### config.mk
export PLATFORM = sky130hd
export DESIGN_NAME = neighbor_label_frequency_filter
export DESIGN_NICKNAME = d
export VERILOG_FILES = /design/src/hw/rtl/nlff_pkg.sv /design/src/hw/rtl/nlff_ram.sv /design/src/hw/rtl/nlff_ctrl.sv /design/src/hw/rtl/nlff_dp.sv /design/src/hw/rtl/neighbor_label_frequency_filter.sv
export SDC_FILE = /design/constraint.sdc
export NUM_CORES = 2
export LEC_CHECK = 0
export BUFFER_PORTS_ARGS = -buffer_cell sky130_fd_sc_hd__buf_2
export CORE_UTILIZATION = 60
export CTS_CLUSTER_SIZE = 8
export DETAILED_ROUTE_END_ITERATION = 10
export GPL_TIMING_DRIVEN = 0
export PLACE_DENSITY = 0.79
export SLEW_MARGIN = 20
export SYNTH_ARGS = -nofsm -noshare
export SYNTH_HDL_FRONTEND = slang
export SYNTH_HIERARCHICAL = 1
export SYNTH_SLANG_ARGS = --single-unit
### constraint.sdc
create_clock -name clk_i -period 9.7 [get_ports clk_i]
set_clock_uncertainty 0.05 [all_clocks]
set_input_delay 1.455 -clock clk_i [delete_from_list [all_inputs] [get_ports clk_i]]
set_output_delay 1.455 -clock clk_i [all_outputs]
set_load 0.02 [all_outputs]
### src/hw/rtl/nlff_pkg.sv
// Shared types and constants of the neighbor label frequency filter.
`timescale 1ns / 1ps
`default_nettype none
package nlff_pkg;

  localparam int CMD_BITS    = 2;
  localparam int THR_BITS    = 16;
  localparam int DEF_BITS    = THR_BITS + 1;
  localparam int REASON_BITS = 3;

  localparam logic [CMD_BITS-1:0] CMD_START_QUERY = 2'd0;
  localparam logic [CMD_BITS-1:0] CMD_ADD_REQ     = 2'd1;
  localparam logic [CMD_BITS-1:0] CMD_START_DATA  = 2'd2;
  localparam logic [CMD_BITS-1:0] CMD_DATA_FREQ   = 2'd3;

  localparam logic [REASON_BITS-1:0] REJ_NONE       = 3'd0;
  localparam logic [REASON_BITS-1:0] REJ_LABEL      = 3'd1;
  localparam logic [REASON_BITS-1:0] REJ_BRIDGE_DEG = 3'd2;
  localparam logic [REASON_BITS-1:0] REJ_DEGREE     = 3'd3;
  localparam logic [REASON_BITS-1:0] REJ_BRIDGE     = 3'd4;
  localparam logic [REASON_BITS-1:0] REJ_DEFICIT    = 3'd5;

  typedef struct packed {
    logic load_query;
    logic add_req;
    logic start_data;
    logic latch_item;
    logic rd_en;
    logic settle;
    logic use_count;
    logic emit;
  } nlff_cmd_t;

  typedef struct packed {
    logic rej_clear;
    logic more_reqs;
    logic lbl_lt;
    logic lbl_eq;
    logic out_busy;
  } nlff_sts_t;

endpackage
`default_nettype wire

### src/hw/rtl/nlff_ram.sv
// Generic single-write, single-read RAM with registered read data.
`timescale 1ns / 1ps
`default_nettype none
module nlff_ram #(
  parameter int WIDTH = 8,
  parameter int DEPTH = 32,
  localparam int AW = (DEPTH > 1) ? $clog2(DEPTH) : 1
) (
  input  wire logic             clk_i,
  input  wire logic             we_i,
  input  wire logic [AW-1:0]    waddr_i,
  input  wire logic [WIDTH-1:0] wdata_i,
  input  wire logic             re_i,
  input  wire logic [AW-1:0]    raddr_i,
  output logic      [WIDTH-1:0] rdata_o
);

  logic [WIDTH-1:0] mem_q [DEPTH];

  always_ff @(posedge clk_i) begin
    if (we_i) begin
      mem_q[waddr_i] <= wdata_i;
    end
    if (re_i) begin
      rdata_o <= mem_q[raddr_i];
    end
  end

endmodule
`default_nettype wire

### src/hw/rtl/nlff_ctrl.sv
// Controller state machine that sequences the requirement merge.
`timescale 1ns / 1ps
`default_nettype none
module nlff_ctrl
  import nlff_pkg::*;
(
  input  wire logic                clk_i,
  input  wire logic                rst_ni,
  input  wire logic                in_valid_i,
  input  wire logic [CMD_BITS-1:0] command_i,
  input  wire logic                is_last_i,
  input  wire nlff_sts_t           sts_i,
  output logic                     in_stall_o,
  output nlff_cmd_t                cmd_o
);

  localparam logic [1:0] ST_IDLE  = 2'd0;
  localparam logic [1:0] ST_FETCH = 2'd1;
  localparam logic [1:0] ST_EVAL  = 2'd2;
  localparam logic [1:0] ST_EMIT  = 2'd3;

  logic [1:0] state_q, state_d;
  logic       last_q, last_d;
  logic       tail_q, tail_d;

  assign in_stall_o = (state_q != ST_IDLE);

  always_comb begin
    state_d = state_q;
    last_d  = last_q;
    tail_d  = tail_q;
    cmd_o   = '0;
    case (state_q)
      ST_IDLE: begin
        if (in_valid_i) begin
          case (command_i)
            CMD_START_QUERY: cmd_o.load_query = 1'b1;
            CMD_ADD_REQ:     cmd_o.add_req = 1'b1;
            CMD_START_DATA: begin
              cmd_o.start_data = 1'b1;
              last_d = is_last_i;
              tail_d = 1'b1;
              if (is_last_i) begin
                state_d = ST_FETCH;
              end
            end
            default: begin
              cmd_o.latch_item = 1'b1;
              last_d  = is_last_i;
              tail_d  = 1'b0;
              state_d = ST_FETCH;
            end
          endcase
        end
      end
      ST_FETCH: begin
        if (sts_i.rej_clear && sts_i.more_reqs) begin
          cmd_o.rd_en = 1'b1;
          state_d = ST_EVAL;
        end else if (last_q) begin
          state_d = ST_EMIT;
        end else begin
          state_d = ST_IDLE;
        end
      end
      ST_EVAL: begin
        cmd_o.settle = tail_q | sts_i.lbl_lt | sts_i.lbl_eq | last_q;
        cmd_o.use_count = !tail_q && sts_i.lbl_eq;
        if (!tail_q && !sts_i.lbl_lt && !last_q) begin
          state_d = ST_IDLE;
        end else begin
          tail_d  = tail_q | !sts_i.lbl_lt;
          state_d = ST_FETCH;
        end
      end
      default: begin
        if (!sts_i.out_busy) begin
          cmd_o.emit = 1'b1;
          state_d = ST_IDLE;
        end
      end
    endcase
  end

  always_ff @(posedge clk_i or negedge rst_ni) begin
    if (!rst_ni) begin
      state_q <= ST_IDLE;
      last_q  <= 1'b0;
      tail_q  <= 1'b0;
    end else begin
      state_q <= state_d;
      last_q  <= last_d;
      tail_q  <= tail_d;
    end
  end

endmodule
`default_nettype wire

### src/hw/rtl/nlff_dp.sv
// Datapath: query registers, requirement memory, settle arithmetic and result register.
`timescale 1ns / 1ps
`default_nettype none
module nlff_dp
  import nlff_pkg::*;
#(
  parameter int MAX_REQS   = 32,
  parameter int LABEL_BITS = 16,
  parameter int COUNT_BITS = 16
) (
  input  wire logic                   clk_i,
  input  wire logic                   rst_ni,
  input  wire nlff_cmd_t              cmd_i,
  output nlff_sts_t                   sts_o,
  input  wire logic [LABEL_BITS-1:0]  label_i,
  input  wire logic [COUNT_BITS-1:0]  first_count_i,
  input  wire logic [COUNT_BITS-1:0]  second_count_i,
  input  wire logic                   cfg_we_i,
  input  wire logic [THR_BITS-1:0]    cfg_wdata_i,
  input  wire logic                   out_stall_i,
  output logic                        out_valid_o,
  output logic                        accept_o,
  output logic [DEF_BITS-1:0]         deficit_o,
  output logic [REASON_BITS-1:0]      reject_reason_o
);

  localparam int AW    = (MAX_REQS > 1) ? $clog2(MAX_REQS) : 1;
  localparam int CW    = $clog2(MAX_REQS + 1);
  localparam int WW    = LABEL_BITS + 2 * COUNT_BITS;
  localparam int SUM_W = ((COUNT_BITS > DEF_BITS) ? COUNT_BITS : DEF_BITS) + 1;
  localparam int DEG_W = ((COUNT_BITS > THR_BITS) ? COUNT_BITS : THR_BITS) + 1;

  logic [THR_BITS-1:0]    thr_q;
  logic [LABEL_BITS-1:0]  qlabel_q;
  logic [COUNT_BITS-1:0]  qdeg_q;
  logic [COUNT_BITS-1:0]  qbridge_q;
  logic [CW-1:0]          cnt_q;
  logic [CW-1:0]          ptr_q;
  logic [DEF_BITS-1:0]    def_q;
  logic [REASON_BITS-1:0] rej_q;
  logic [LABEL_BITS-1:0]  item_label_q;
  logic [COUNT_BITS-1:0]  item_count_q;
  logic                   out_valid_q;

  logic                   wr_en;
  logic [WW-1:0]          rdata;
  logic [LABEL_BITS-1:0]  ent_label;
  logic [COUNT_BITS-1:0]  ent_bridge;
  logic [COUNT_BITS-1:0]  ent_normal;
  logic [COUNT_BITS-1:0]  eff_c;
  logic [COUNT_BITS-1:0]  avail;
  logic [COUNT_BITS-1:0]  diff;
  logic [SUM_W-1:0]       sum;
  logic                   short;
  logic                   over;
  logic [DEF_BITS-1:0]    sat;
  logic [DEG_W-1:0]       deg_lim;
  logic [REASON_BITS-1:0] start_rej;

  assign wr_en = cmd_i.add_req && (cnt_q < CW'(MAX_REQS));

  nlff_ram #(
    .WIDTH(WW),
    .DEPTH(MAX_REQS)
  ) u_req_ram (
    .clk_i   (clk_i),
    .we_i    (wr_en),
    .waddr_i (cnt_q[AW-1:0]),
    .wdata_i ({label_i, first_count_i, second_count_i}),
    .re_i    (cmd_i.rd_en),
    .raddr_i (ptr_q[AW-1:0]),
    .rdata_o (rdata)
  );

  assign ent_label  = rdata[WW-1 -: LABEL_BITS];
  assign ent_bridge = rdata[2*COUNT_BITS-1 -: COUNT_BITS];
  assign ent_normal = rdata[COUNT_BITS-1:0];

  assign eff_c = cmd_i.use_count ? item_count_q : '0;
  assign short = ent_bridge > eff_c;
  assign avail = eff_c - ent_bridge;
  assign diff  = (ent_normal > avail) ? (ent_normal - avail) : '0;
  assign sum   = SUM_W'(def_q) + SUM_W'(diff);
  assign over  = sum > SUM_W'(thr_q);
  assign sat   = DEF_BITS'(thr_q) + DEF_BITS'(1);

  assign deg_lim = DEG_W'(first_count_i) + DEG_W'(thr_q);

  always_comb begin
    if (label_i != qlabel_q) begin
      start_rej = REJ_LABEL;
    end else if (qbridge_q > first_count_i) begin
      start_rej = REJ_BRIDGE_DEG;
    end else if (DEG_W'(qdeg_q) > deg_lim) begin
      start_rej = REJ_DEGREE;
    end else begin
      start_rej = REJ_NONE;
    end
  end

  assign sts_o.rej_clear = (rej_q == REJ_NONE);
  assign sts_o.more_reqs = (ptr_q < cnt_q);
  assign sts_o.lbl_lt    = (ent_label < item_label_q);
  assign sts_o.lbl_eq    = (ent_label == item_label_q);
  assign sts_o.out_busy  = out_valid_q && out_stall_i;

  always_ff @(posedge clk_i or negedge rst_ni) begin
    if (!rst_ni) begin
      thr_q       <= '0;
      qlabel_q    <= '0;
      qdeg_q      <= '0;
      qbridge_q   <= '0;
      cnt_q       <= '0;
      ptr_q       <= '0;
      def_q       <= '0;
      rej_q       <= REJ_NONE;
      out_valid_q <= 1'b0;
    end else begin
      if (cfg_we_i) begin
        thr_q <= cfg_wdata_i;
      end
      if (cmd_i.load_query) begin
        qlabel_q  <= label_i;
        qdeg_q    <= first_count_i;
        qbridge_q <= second_count_i;
        cnt_q     <= '0;
      end else if (wr_en) begin
        cnt_q <= cnt_q + CW'(1);
      end
      if (cmd_i.start_data) begin
        ptr_q <= '0;
        def_q <= '0;
        rej_q <= start_rej;
      end else if (cmd_i.settle) begin
        ptr_q <= ptr_q + CW'(1);
        if (short) begin
          def_q <= sat;
          rej_q <= REJ_BRIDGE;
        end else if (over) begin
          def_q <= sat;
          rej_q <= REJ_DEFICIT;
        end else begin
          def_q <= DEF_BITS'(sum);
        end
      end
      if (cmd_i.emit) begin
        out_valid_q <= 1'b1;
      end else if (!out_stall_i) begin
        out_valid_q <= 1'b0;
      end
    end
  end

  always_ff @(posedge clk_i) begin
    if (cmd_i.latch_item) begin
      item_label_q <= label_i;
      item_count_q <= first_count_i;
    end
    if (cmd_i.emit) begin
      accept_o        <= (rej_q == REJ_NONE);
      deficit_o       <= def_q;
      reject_reason_o <= rej_q;
    end
  end

  assign out_valid_o = out_valid_q;

endmodule
`default_nettype wire

### src/hw/rtl/neighbor_label_frequency_filter.sv
// Top level of the neighbor label frequency filter.
`timescale 1ns / 1ps
`default_nettype none
// Commands that load the query vertex or append a requirement are accepted without stalling
// the input, as is a data vertex start without its last flag. A frequency beat, or a start
// beat with the last flag, stalls the input while the merge runs: each pointer check and each
// requirement read is a controller state of its own, because the requirement memory has a
// registered read and the merge walks it one entry at a time; a beat that ends a data
// vertex then loads the result register, which waits while a previous result
// is stalled. The requirement memory needs no clearing after reset.
module neighbor_label_frequency_filter
  import nlff_pkg::*;
#(
  parameter int MAX_REQS   = 32,
  parameter int LABEL_BITS = 16,
  parameter int COUNT_BITS = 16
) (
  input  wire logic                   clk_i,
  input  wire logic                   rst_ni,
  input  wire logic                   in_valid_i,
  output logic                        in_stall_o,
  input  wire logic [CMD_BITS-1:0]    command_i,
  input  wire logic [LABEL_BITS-1:0]  label_i,
  input  wire logic [COUNT_BITS-1:0]  first_count_i,
  input  wire logic [COUNT_BITS-1:0]  second_count_i,
  input  wire logic                   is_last_i,
  input  wire logic                   cfg_we_i,
  input  wire logic [THR_BITS-1:0]    cfg_wdata_i,
  output logic                        out_valid_o,
  input  wire logic                   out_stall_i,
  output logic                        accept_o,
  output logic [DEF_BITS-1:0]         deficit_o,
  output logic [REASON_BITS-1:0]      reject_reason_o
);

  nlff_cmd_t cmd;
  nlff_sts_t sts;

  nlff_ctrl u_ctrl (
    .clk_i      (clk_i),
    .rst_ni     (rst_ni),
    .in_valid_i (in_valid_i),
    .command_i  (command_i),
    .is_last_i  (is_last_i),
    .sts_i      (sts),
    .in_stall_o (in_stall_o),
    .cmd_o      (cmd)
  );

  nlff_dp #(
    .MAX_REQS   (MAX_REQS),
    .LABEL_BITS (LABEL_BITS),
    .COUNT_BITS (COUNT_BITS)
  ) u_dp (
    .clk_i           (clk_i),
    .rst_ni          (rst_ni),
    .cmd_i           (cmd),
    .sts_o           (sts),
    .label_i         (label_i),
    .first_count_i   (first_count_i),
    .second_count_i  (second_count_i),
    .cfg_we_i        (cfg_we_i),
    .cfg_wdata_i     (cfg_wdata_i),
    .out_stall_i     (out_stall_i),
    .out_valid_o     (out_valid_o),
    .accept_o        (accept_o),
    .deficit_o       (deficit_o),
    .reject_reason_o (reject_reason_o)
  );

  // Early rejects never run the merge, so they report no deficit.
  a_early_reject_zero: assert property (@(posedge clk_i) disable iff (!rst_ni)
    out_valid_o && (reject_reason_o == REJ_LABEL || reject_reason_o == REJ_BRIDGE_DEG ||
                    reject_reason_o == REJ_DEGREE) |-> deficit_o == '0)
    else $error("early reject reported a nonzero deficit");

  a_freq_starts_merge: assert property (@(posedge clk_i) disable iff (!rst_ni)
    in_valid_i && !in_stall_o && command_i == CMD_DATA_FREQ |=> in_stall_o)
    else $error("frequency beat did not start the merge");

  a_query_beats_single: assert property (@(posedge clk_i) disable iff (!rst_ni)
    in_valid_i && !in_stall_o &&
    (command_i == CMD_START_QUERY || command_i == CMD_ADD_REQ) |=> !in_stall_o)
    else $error("query load beat stalled the input");

endmodule
`default_nettype wire

==> results.toml <==
[floorplan]
start_util = 0.608
fp.dieH_microns = 349
coreArea_sq_mm = 0.119
row_count = 126
die_area_sq_mm = 0.122
ios = 95
die_width_microns = 349

[detailed_routing]
route.antenna.remaining_nets = 0
first_iter_violations = 5141
viasPerCell = 6.56
wl_microns = 193000
dr.pass1.iters = 6
drc_errors = 0
vias = 43200
wl_per_cell_microns = 29.3

[layout]
fillCellCount = 7200
layout.cells.non_filler = 6584
final_common_cell = "edfxtp_1"
fin_area_sq_mm = 0.0830
area_growth_pct = 15.1
seq_area_sq_mm = 0.0517
drive_above_1_share = 0.138
final_cell_mix = "1637 x edfxtp_1, 770 x mux2i_1, 235 x clkbuf_16, 210 x nand2_1, 200 x a21oi_1"
nets = 5094
multi_input_area_sq_mm = 0.0191

[logic_synthesis]
yosysTopAreaCell = "edfxtp_1"
ys.flop_type = "edfxtp_1"
yosysSeqAreaShare = 0.716
ys_warn_count = 6
synth_edf_count = 1637
syn_inst = 4471
ys_top_cells_by_area = "edfxtp_1 68%, mux2i_1 11%, dfrtp_1 3.5%"
syn_area_sq_mm = 0.0721
syn_nets = 4683
async_reset_ff_frac = 0.0581
ys_ff_latch = 1738
synthDistinctLibCells = 79
synth_top_area_frac = 0.681
avgSynthCellArea_sq_um = 16.1

[placement]
place_area_sq_mm = 0.0763
numPlacedInstances = 6239
hpwl_microns = 125000
io_buffers = 94
place.gp.congestion = 0.901

[setup_path]
cp-start-kind = "flop"
end_kind = "flop"
crit_required_ns = 10.33
max_stage_delay_ns = 0.54
cp.arrival_ns = 9.88
critical_path_class = "reg -> reg"
path_common_cell = "ha_1"
cp_max_fo = 10
crit_slowest_cell = "or4_1"

[clock_tree]
ctsHoldBuffers = 0
cts_tree = "built"
clock_latency_ns = 0.83
cts-root-buf = "clkbuf_16"
numCtsBuffers = 235
clockBufferDepth = 3
cts_sinks = 1738
cts_max_level = 4
clkTransAtPathRegs_ns = 0.06

[timing]
slew_viol_final = 0
timing.fmax_mhz = 108
setup_viol = 0
maxSlewHeadroom = 0.253
period_minus_slack_ns = 9.25
fin_crit_sh = 0.953
hold_viol_final = 0
worst_pin_slew_ns = 1.12

[grt]
grt_pass1_vias = 43300
grt_max_degree = 60
grt.total_usage = 0.317
grt_antenna_before_repair = 8
grt_overflow = 0
grt_pass1_wl_microns = 280000

[status]
status = "complete, no violations"

[pwr]
fin_total_pwr_mw = 22.8
power_density_mw_per_mm2 = 275
static-leakage-power_nw = 29.2
vdd_ir_drop_max_mv = 0.215

[job]
drv_cap = 0

[min_path]
min_path_type = "reg -> reg"
cell type report:
cell class | count | share of cell area
diodes | 5 | 0.000151
inverters | 97 | 0.00438
plain buffers | 213 | 0.0165
multi-input cells | 2421 | 0.230
clock buffers | 318 | 0.0746
well taps | 1600 | 0.0241
repair buffers | 176 | 0.0241
flip-flops and latches | 1738 | 0.622
clock inverters | 16 | 0.00366
final timing paths:
| kind | startpoint | cells after the start | end | slack, ns |
|---|---|---|---|---|
| max | u_dp/u_req_ram/rdata_o[44] | 44 | u_dp/def_q[8] | 0.45 |
| min | u_dp/def_q[7] | 0 | u_dp/deficit_o[7] | 0.45 |
| max reg2reg | u_dp/u_req_ram/rdata_o[44] | 44 | u_dp/def_q[8] | 0.45 |
| min reg2reg | u_dp/def_q[7] | 0 | u_dp/deficit_o[7] | 0.45 |
| max in group asynchronous | rst_ni | 2 | u_dp/qlabel_q[8] | 8.31 |
| min in group asynchronous | rst_ni | 1 | u_dp/thr_q[8] | 0.50 |
Yosys cell counts (45+ instances only):
library cell / instances
a21oi_1: 203
a22o_1: 97
a22oi_1: 144
a31oi_1: 54
buf_6: 45
clkbuf_1: 76
dfrtp_1: 101
edfxtp_1: 1637
ha_1: 136
inv_1: 97
mux2_2: 48
mux2i_1: 770
nand2_1: 211
nand3_1: 172
nor2_1: 103
nor3_1: 74
o21ai_0: 53
xnor2_1: 63
stage by stage:
step	hold WS, ns	util	setup TNS, ns	setup slack (ns)
3_3_place_gp	0.430	0.629	-41.76	-2.17
6_report	0.448	0.699	0	0.453
2_1_floorplan	0.398	-	0	1.24
4_1_cts	0.445	0.698	0	0.0404
5_1_grt	0.462	0.699	-0.107	-0.0276
3_5_place_dp	0.431	0.643	-23.48	-1.28
flip-flops by register name (all words and copies together) (netlist names):
name,flops
u_dp/u_req_ram/mem_q,1536
u_dp/u_req_ram/rdata_o,48
u_dp/def_q,17
u_dp/deficit_o,17
u_dp/item_count_q,16
u_dp/item_label_q,16
u_dp/qbridge_q,16
u_dp/qdeg_q,16
u_dp/qlabel_q,16
u_dp/thr_q,16
u_dp/cnt_q,6
u_dp/ptr_q,6
u_dp/rej_q,3
u_dp/reject_reason_o,3
u_ctrl/state_q,2
u_ctrl/last_q,1
u_ctrl/tail_q,1
u_dp/accept_o,1
u_dp/out_valid_o,1
critical path: cells and delay by family, from the launching register on:
kind / cells / cell delay [ns]
and+or+nand+nor: 16 / 2.89
AOI/OAI and AO/OA: 15 / 2.83
adders and majority gates: 6 / 1.81
buffers and inverters: 6 / 0.93
DFF: 1 / 0.43
xor gates and xnor gates: 1 / 0.19
where the power goes:
| part | total (mW) | leakage, nW | internal (mW) | switching (mW) |
|---|---|---|---|---|
| clock | 7.36 | 3.13 | 4.39 | 2.97 |
| sequential | 8.81 | 16.0 | 8.59 | 0.229 |
| combinational | 6.65 | 10.1 | 2.45 | 4.19 |
| total | 22.8 | 29.2 | 15.4 | 7.40 |
logic make-up (layout without fill, tap and decap cells):
group | Yosys count | in the layout | synth area share
AO/OA/AOI/OAI | 669 | 669 | 0.0628
adder cells (fa/ha/maj) | 140 | 140 | 0.0247
buffers and inverters | 312 | 820 | 0.0241
other | 0 | 5 | 0
XOR/XNOR | 86 | 86 | 0.0104
multiplexers | 819 | 819 | 0.114
flip-flops | 1738 | 1738 | 0.716
AND/OR/NAND/NOR | 707 | 707 | 0.0472
per-layer routing:
layer  wire [microns]  vias to the layer above  share of wire  track usage
met5               13                        -       0.000067            0
li1                 -                    18300              -            -
met3            20800                      473           0.11       0.0706
met1            71600                    21800           0.37        0.414
met4             8810                        2          0.046        0.147
met2            91700                     2717           0.48        0.511
timing repair:
item,in CTS,in global routing
endpoints found under the setup margin,20,20
gates resized for setup,15,15
buffers inserted,1,7
gates cloned,0,0
pin swaps,1,10
(Power assumes the default switching activity.)
